## config.mk

```make
export PLATFORM = sky130hd
export DESIGN_NAME = fwsplat_ctrl
export DESIGN_NICKNAME = d
export VERILOG_FILES = /design/src/design/fwsplat_pkg.sv /design/src/design/fwsplat_ctrl.sv
export SDC_FILE = /design/constraint.sdc
export NUM_CORES = 1
export LEC_CHECK = 0
export ABC_AREA = 0
export BUFFER_PORTS_ARGS = -buffer_cell sky130_fd_sc_hd__buf_2
export CORE_AREA = 2 2 39 41
export DETAILED_ROUTE_END_ITERATION = 12
export DIE_AREA = 0 0 41 43
export GPL_ROUTABILITY_DRIVEN = 0
export GPL_TIMING_DRIVEN = 0
export SLEW_MARGIN = 40
export SYNTH_ARGS = -nofsm -noshare
export SYNTH_HDL_FRONTEND = slang
export SYNTH_SLANG_ARGS = --single-unit
```

## constraint.sdc

```tcl
create_clock -name clk -period 1.2 [get_ports clk]
set_input_delay 0 -clock clk [delete_from_list [all_inputs] [get_ports clk]]
set_output_delay 0 -clock clk [all_outputs]
set_load 0.02 [all_outputs]
```

## src/design/fwsplat_pkg.sv

```systemverilog
// Shared types, codes and constants of the forward flow warp splat block.
`default_nettype none

package fwsplat_pkg;

	// Default build sizes
	localparam int MAX_WIDTH_DEF      = 256;
	localparam int MAX_HEIGHT_DEF     = 256;
	localparam int FLOW_FRAC_BITS_DEF = 4;

	// Size registers: width, reset value, fill value of a fresh frame
	localparam int         SIZE_W     = 9;
	localparam logic [8:0] SIZE_RESET = 9'd256;
	localparam logic [7:0] CLEAR_PIX  = 8'd127;

	// Request type codes
	localparam logic REQ_SPLAT = 1'b0;
	localparam logic REQ_READ  = 1'b1;

	// Configuration register indexes
	localparam logic CFG_IMAGE_WIDTH  = 1'b0;
	localparam logic CFG_IMAGE_HEIGHT = 1'b1;

	// Request transaction payload
	typedef struct packed {
		logic               req_type;
		logic               frame_start;
		logic [7:0]         pixel_value;
		logic signed [15:0] flow_x;
		logic signed [15:0] flow_y;
		logic [7:0]         read_col;
		logic [7:0]         read_row;
	} req_t;

	// Response transaction payload
	typedef struct packed {
		logic [7:0] aligned_value;
		logic       out_of_range;
	} rsp_t;

	// Controller to datapath commands
	typedef struct packed {
		logic read_en;     // look up the read position
		logic splat_en;    // write a splat and step the raster position
		logic splat_hold;  // splat source is the held frame-start pixel
		logic start_frame; // hold the splat, restart raster, arm the sweep
		logic clear_en;    // write one sweep entry
	} cmd_t;

	// Datapath to controller status
	typedef struct packed {
		logic room;       // a request may be taken this cycle
		logic clear_last; // sweep is on its final entry
	} sts_t;

	typedef enum logic [1:0] {
		ST_RUN,
		ST_CLEAR,
		ST_APPLY
	} state_t;

endpackage

`default_nettype wire

```

## src/design/fwsplat_ctrl.sv

```systemverilog
// Controller state machine: request handshake, frame clear sequencing.
`default_nettype none

module fwsplat_ctrl (
	input  wire                 clk,
	input  wire                 arst_n,
	input  wire                 req_valid,
	output logic                req_stall,
	input  wire                 req_type,
	input  wire                 req_frame_start,
	input  fwsplat_pkg::sts_t   sts,
	output fwsplat_pkg::cmd_t   cmd
);

	fwsplat_pkg::state_t state_q, state_d;
	logic                accept;

	// State register
	always_ff @(posedge clk or negedge arst_n) begin
		if (!arst_n) begin
			state_q <= fwsplat_pkg::ST_RUN;
		end else begin
			state_q <= state_d;
		end
	end

	// Next state and commands
	always_comb begin
		state_d   = state_q;
		cmd       = '0;
		req_stall = 1'b1;
		accept    = 1'b0;
		unique case (state_q)
			fwsplat_pkg::ST_RUN: begin
				req_stall = !sts.room;
				accept    = req_valid && sts.room;
				if (accept) begin
					if (req_type == fwsplat_pkg::REQ_READ) begin
						cmd.read_en = 1'b1;
					end else if (req_frame_start) begin
						cmd.start_frame = 1'b1;
						state_d         = fwsplat_pkg::ST_CLEAR;
					end else begin
						cmd.splat_en = 1'b1;
					end
				end
			end
			fwsplat_pkg::ST_CLEAR: begin
				cmd.clear_en = 1'b1;
				if (sts.clear_last) begin
					state_d = fwsplat_pkg::ST_APPLY;
				end
			end
			fwsplat_pkg::ST_APPLY: begin
				cmd.splat_en   = 1'b1;
				cmd.splat_hold = 1'b1;
				state_d        = fwsplat_pkg::ST_RUN;
			end
			default: begin
				state_d = fwsplat_pkg::ST_RUN;
			end
		endcase
	end

endmodule

`default_nettype wire

```

==> results of run 1 <==
-- cells in the final DEF (no fill, tap or decap) --
cell type / count
dfrtp_1: 2
buf_2: 11
a21oi_1: 1
and2_1: 1
clkbuf_4: 3
buf_4: 4
inv_1: 3
dlygate4sd3_1: 2
nand2_1: 1
nor2_1: 4
nand4bb_4: 1
o2bb2ai_1: 1
nand2b_1: 1
nor2b_2: 1
nand4bb_1: 1
-- synth_stat cells --
library cell / number / area (um^2)
a21oi_1: 1 / 5.00
and2_1: 1 / 6.26
buf_4: 1 / 7.51
dfrtp_1: 2 / 50.1
inv_1: 3 / 11.3
nand2_1: 1 / 3.75
nand2b_1: 1 / 6.26
nand4bb_1: 2 / 22.5
nor2_1: 4 / 15.0
nor2b_2: 1 / 8.76
o2bb2ai_1: 1 / 8.76
-- power by group --
| part | internal (mW) | total (mW) | switching [mW] | leakage, nW |
|---|---|---|---|---|
| registers | 0.0711 | 0.0742 | 0.00315 | 0.0274 |
| clock network | 0.110 | 0.148 | 0.0374 | 0.0138 |
| logic | 0.0396 | 0.0747 | 0.0351 | 0.119 |
| total | 0.221 | 0.297 | 0.0757 | 0.160 |
-- routing by layer --
metal | global-route usage | up-vias | wire length (um)
met4 | 0.0800 | 0 | 0
met2 | 0.0656 | 10 | 175
met3 | 0.0628 | 0 | 46
met5 | 0 | - | 0
met1 | 0.0514 | 75 | 178
li1 | - | 96 | -
-- worst max path at each step --
stage | from | endpoint | slack (ns) | cells after the start
after CTS | state_q[0] | cmd[1] | 0.02 | 3
after global routing | state_q[0] | cmd[1] | -0.002 | 3
after floorplan | state_q[0] | cmd[1] | 0.27 | 2
after global placement | state_q[0] | cmd[1] | 0.25 | 3
final | state_q[0] | cmd[1] | 0.08 | 3
after detailed placement | state_q[0] | cmd[1] | 0.25 | 3
-- final cells by class --
class,count,area share
multi-input cells,12,0.307
repair buffers,16,0.324
clock buffers,3,0.0747
plain buffers,1,0.0249
flip-flops and latches,2,0.166
inverters,3,0.0373
well taps,16,0.0664
-- cell families after synthesis --
family	share of synthesized area
AO/OA/AOI/OAI	0.0948
buffers and inverters	0.129
flip-flops	0.345
AND/OR/NAND/NOR	0.431
-- critical path, cell delays in order, from the launching register on --
cell,delay [ns]
dfrtp_1,0.39
nand4bb_4,0.24
nor2_1,0.12
buf_4,0.15
-- what timing repair did --
item | 4_1_cts | 5_1_grt
setup endpoints to repair | 1 | 2
setup buffers | 0 | 2
gates resized for setup | 1 | 1
endpoints found under the hold margin | 3 | 0
pin swaps | 0 | 0
hold buffers | 2 | 0
==> out/qor.yml, run 1 <==
clocking:
  clk_pin_slew_ns: 0.03
  cts_sinks: 2
  tritoncts: "built"
  cts_buffers: 3
  cts-htree-levels: 1
  clockBufferDepth: 2
  clockRootBuffer: "clkbuf_4"
  clk_latency_ns: 0.22
setup_path:
  rr_worst_depth: 2
  critPathLaunchType: "register"
  crit_fanout: 4
  r2r-start: "state_q[0]"
  arrival_ns: 1.12
  critPathKind: "register to output pin"
  r2r_slack_ns: 0.35
  worst_r2r_endpoint: "state_q[0]"
  crit_path_end_kind: "output pin"
  worstPathRequired_ns: 1.20
cells_and_area:
  drive_above_1_share: 0.541
  diodes: 0
  syn_to_final_growth_pct: 108
  regArea_um2: 50.0
  largest_reg_flops: 2
  nFillCells: 160
  post-route-util: 0.218
  layout.nets: 46
  finalNonFillerCells: 53
  largest_registers: "state_q (2)"
  design_area_um2: 302
  multi_input_area_um2: 92.6
  regMostFlops: "state_q"
detailed_routing:
  wl_um: 400
  vias: 181
  drc: 0
  dr.pass1.iters: 2
  drt_iter0_markers: 2
  routed_via_density: 3.42
  ant_nets: 0
  wl_per_cell_um: 7.55
sta:
  whs_ns: 0.0797
  timing.final.hold_violations: 0
  fin_crit_ns: 1.12
  fin_crit_sh: 0.935
  slew_violations: 0
  fin_skew_ns: 0.00420
  timing.fmax_mhz: 891
  fin_ws_ns: 0.0775
  setup_tns_ns: 0
  setup_violations: 0
  slew_headroom: 0.900
  rsz0062_at_grt: "true"
  tightest_slew_ns: 0.150
logic_synthesis:
  syn_nets: 25
  synth_warnings: 0
  syn_inst: 18
  synth_cell_types: 11
  ys_ff_latch: 2
  avgSynthCellArea_um2: 8.06
  syn_area_um2: 145
  ys_seq_area_frac: 0.345
die:
  io_pins: 13
  dieWidth_um: 41
  dieArea_um2: 1760
  die_y_um: 43
  floorplan.initialDensity: 0.105
  core_area_um2: 1380
  num_rows: 14
place:
  placed_area_um2: 225
  numPortBuffers: 12
  place_inst: 46
  hpwl_um: 279
  place_ws_ns: 0.248
grt:
  grt_max_degree: 6
  grt_antenna_before_repair: 0
  overflow: 0
  first_global_vias: 161
  grt_pass1_wl_um: 600
  grt.total_usage: 0.0612
min_path:
  worstHoldStart: "req_frame_start"
  hp-class: "primary input to register"
  hold_depth: 3
  whs_endpoint: "state_q[0]"
pwr:
  power_density_nw_per_um2: 983
  ir_drop_v: 0.000288
  finalPower_mw: 0.297
  power.leakage_nw: 0.160
status:
  status: "finished clean"
flow_run:
  maxCapViolCount: 0
Power figures use the tool's default switching activity.
==> inputs of run 2 (changes only) <==
RECOVER_POWER = 25   (was default)
==> out/qor.yml, run 2 (synthesized netlist as in run 1, its figures left out) <==
setup_path:
  crit_fanout: 4
  cpPeakStageDelay_ns: 0.39
  arrival_ns: 1.12
  r2r_slack_ns: 0.35
  cp_cell_sequence: "nand4bb_4 -> nor2_1 -> buf_4"
  worst_r2r_endpoint: "state_q[0]"
  slowest_stage: "dfrtp_1"
  path_buf_inv: 1
  rr_worst_depth: 2
  path_delay_family: "flip-flops"
  worstPathRequired_ns: 1.20
  r2r-start: "state_q[0]"
  crit_path_end_kind: "output pin"
  critPathLaunchType: "register"
  critPathKind: "register to output pin"
clocking:
  cts-htree-levels: 1
  clockBufferDepth: 2
  clk_latency_ns: 0.22
  tritoncts: "built"
  cts_sinks: 2
  clockRootBuffer: "clkbuf_4"
  clk_pin_slew_ns: 0.03
  cts_buffers: 3
detailed_routing:
  dr.pass1.iters: 2
  routed_via_density: 3.42
  vias: 181
  ant_nets: 0
  wl_um: 400
  drt_iter0_markers: 2
  wl_per_cell_um: 7.55
  drc: 0
die:
  dieWidth_um: 41
  core_area_um2: 1380
  num_rows: 14
  floorplan.initialDensity: 0.105
  dieArea_um2: 1760
  die_y_um: 43
  io_pins: 13
flow_run:
  maxCapViolCount: 0
grt:
  grt_max_degree: 6
  first_global_vias: 161
  overflow: 0
  grt.total_usage: 0.0612
  grt_antenna_before_repair: 0
  grt_pass1_wl_um: 600
pwr:
  power_density_nw_per_um2: 986
  ir_drop_v: 0.000288
  power.leakage_nw: 0.157
  finalPower_mw: 0.296
sta:
  slew_headroom: 0.900
  timing.fmax_mhz: 891
  fin_crit_ns: 1.12
  fin_ws_ns: 0.0775
  setup_tns_ns: 0
  setup_violations: 0
  fin_crit_sh: 0.935
  tightest_slew_ns: 0.150
  rsz0062_at_grt: "true"
  timing.final.hold_violations: 0
  slew_violations: 0
  fin_skew_ns: 0.00420
  whs_ns: 0.0797
status:
  status: "finished clean"
cells_and_area:
  layout.nets: 46
  nFillCells: 158
  largest_reg_flops: 2
  drive_above_1_share: 0.514
  final_common_cell: "buf_2"
  post-route-util: 0.217
  regArea_um2: 50.0
  largest_registers: "state_q (2)"
  multi_input_area_um2: 92.6
  layout.cells.most_common_list: "10 x buf_2, 4 x nor2_1, 4 x buf_4"
  finalNonFillerCells: 53
  regMostFlops: "state_q"
  syn_to_final_growth_pct: 107
  diodes: 0
  design_area_um2: 300
min_path:
  whs_endpoint: "state_q[0]"
  hold_depth: 3
  worstHoldStart: "req_frame_start"
  hp-class: "primary input to register"
place:
  hpwl_um: 279
  numPortBuffers: 12
  place_inst: 46
  placed_area_um2: 225
  place_ws_ns: 0.248
run 2: tightest hold or removal path: stages:
cell and delay, ns:
buf_2 0.10, nand2b_1 0.09, o2bb2ai_1 0.06
run 2: layer usage:
metal	up-vias	share of wire	global-route usage
met2	10	0.44	0.0656
met1	75	0.45	0.0514
li1	96	-	-
met3	0	0.12	0.0628
met4	0	0	0.0800
met5	-	0	0
run 2: worst max path at each step:
stage / from / endpoint / slack (ns) / depth (start not counted)
finish: state_q[0] / cmd[1] / 0.08 / 3
global route: state_q[0] / cmd[1] / -0.002 / 3
CTS: state_q[0] / cmd[1] / 0.02 / 3
floorplan: state_q[0] / cmd[1] / 0.27 / 2
detailed placement: state_q[0] / cmd[1] / 0.25 / 3
global placement: state_q[0] / cmd[1] / 0.25 / 3
run 2: final cells by class:
cell class                 count  share of cell area
inverter                       3              0.0375
sequential                     2               0.167
timing repair buffer          16               0.321
tap                           16              0.0667
clock buffer                   3              0.0750
buffer                         1              0.0250
multi-input combinational     12               0.308
run 2: repair_timing:
action	CTS	global route
hold buffers	2	0
resized for setup	1	1
endpoints found under the setup margin	1	2
buffers inserted	0	2
gates cloned	0	0
endpoints found under the hold margin	3	0
run 2: power by group:
part | total (mW) | switching [mW] | internal, mW
logic | 0.0743 | 0.0352 | 0.0391
registers | 0.0742 | 0.00315 | 0.0711
clock network | 0.148 | 0.0374 | 0.110
total | 0.296 | 0.0757 | 0.220
==> inputs of run 3 (changes only) <==
GPL_TIMING_DRIVEN = default   (was 0)
==> out/qor.yml, run 3 (synthesized netlist as in run 1, its figures left out) <==
grt:
  first_global_vias: 185
  overflow: 0
  busiest_layer: "met4"
  use_met2: 0.0656
  grt_pass1_wl_um: 627
  gr-usage-met3: 0.0628
  grt_max_degree: 6
  grt.total_usage: 0.0643
  grt_antenna_before_repair: 0
  met1_usage: 0.0611
setup_path:
  crit_path_end_kind: "output pin"
  crit_fanout: 4
  critPathKind: "register to output pin"
  critPathLaunchType: "register"
  worstPathRequired_ns: 1.20
  arrival_ns: 1.13
cells_and_area:
  largest_registers: "state_q (2)"
  syn_to_final_growth_pct: 102
  diodes: 0
  regMostFlops: "state_q"
  final_common_cell: "buf_2"
  largest_reg_flops: 2
  nFillCells: 164
  post-route-util: 0.212
  finalNonFillerCells: 52
  layout.nets: 45
  layout.cells.most_common_list: "10 x buf_2, 4 x nor2_1, 3 x inv_1, 3 x clkbuf_4, 3 x buf_4"
  drive_above_1_share: 0.500
detailed_routing:
  drc: 0
  dr.pass1.iters: 4
  wl_per_cell_um: 8.23
  drt_iter0_markers: 2
  ant_nets: 0
  routed_via_density: 3.52
  vias: 183
  wl_um: 428
pwr:
  ir_drop_v: 0.000223
  power.leakage_nw: 0.152
  power_density_nw_per_um2: 1020
clocking:
  clk_pin_slew_ns: 0.03
  tritoncts: "built"
  clk_latency_ns: 0.23
  cts_buffers: 3
  clockBufferDepth: 2
  cts_sinks: 2
  clockRootBuffer: "clkbuf_4"
  cts-htree-levels: 1
sta:
  slew_violations: 0
  setup_violations: 0
  fin_crit_ns: 1.13
  timing.final.hold_violations: 0
  rsz0062_at_grt: "false"
  timing.fmax_mhz: 882
  fin_ws_ns: 0.0658
  slew_headroom: 0.899
  tightest_slew_ns: 0.152
  setup_tns_ns: 0
  fin_skew_ns: 0.00340
  whs_ns: 0.0836
  fin_crit_sh: 0.945
place:
  place_ws_ns: 0.246
  place_inst: 45
  numPortBuffers: 12
status:
  status: "finished clean"
flow_run:
  maxCapViolCount: 0
die:
  io_pins: 13
  num_rows: 14
  floorplan.initialDensity: 0.105
  core_area_um2: 1380
  die_y_um: 43
  dieWidth_um: 41
  dieArea_um2: 1760
min_path:
  hp-class: "primary input to register"
-- run 3: worst max-delay path, stage by stage (launching register included) --
cell,delay [ns]
dfrtp_1,0.39
nand4bb_4,0.24
nor2_1,0.13
buf_4,0.15
-- run 3: final timing paths --
check                           slack, ns             from    endpoint  cells after the start
worst max-delay path                 0.07       state_q[0]      cmd[1]                      3
worst min-delay path                 0.08  req_frame_start  state_q[0]                      3
worst max register to register       0.34       state_q[0]  state_q[0]                      2
worst min register to register       0.62       state_q[1]  state_q[0]                      2
max in group asynchronous            0.98           arst_n  state_q[0]                      2
min in group asynchronous            0.09           arst_n  state_q[1]                      2
-- run 3: report_power, final --
part	total, mW	internal [mW]	leakage, nW	switching (mW)
sequential	0.0743	0.0710	0.0274	0.00324
combinational	0.0718	0.0369	0.111	0.0349
clock	0.152	0.111	0.0138	0.0412
-- run 3: routing by layer --
metal  vias up  part of all wire
li1         95                 -
met1        78              0.38
met2        10              0.48
met3         0              0.14
met4         0                 0
met5         -                 0
-- run 3: cell type report --
cell class                      instances  area [um^2]  share of cell area
Clock buffer                            3         22.5              0.0769
Sequential cell                         2         50.0               0.171
Inverter                                3         11.3              0.0385
Timing Repair Buffer                   16         96.3               0.329
Multi-Input combinational cell         12         92.6               0.316
Tap cell                               16         20.0              0.0684
-- run 3: repair_timing --
action                     in CTS  in global routing
resized for setup               0                  2
hold buffers                    2                  0
setup endpoints to repair       0                  2
hold endpoints to repair        3                  0
buffers inserted                0                  2
-- run 3: metrics by stage --
step / cell area [um^2] / power, mW
floorplan: 145 / 0.109
global placement: 218 / 0.130
detailed placement: 218 / 0.131
CTS: 260 / 0.295
global route: 293 / 0.320
finish: 293 / 0.298
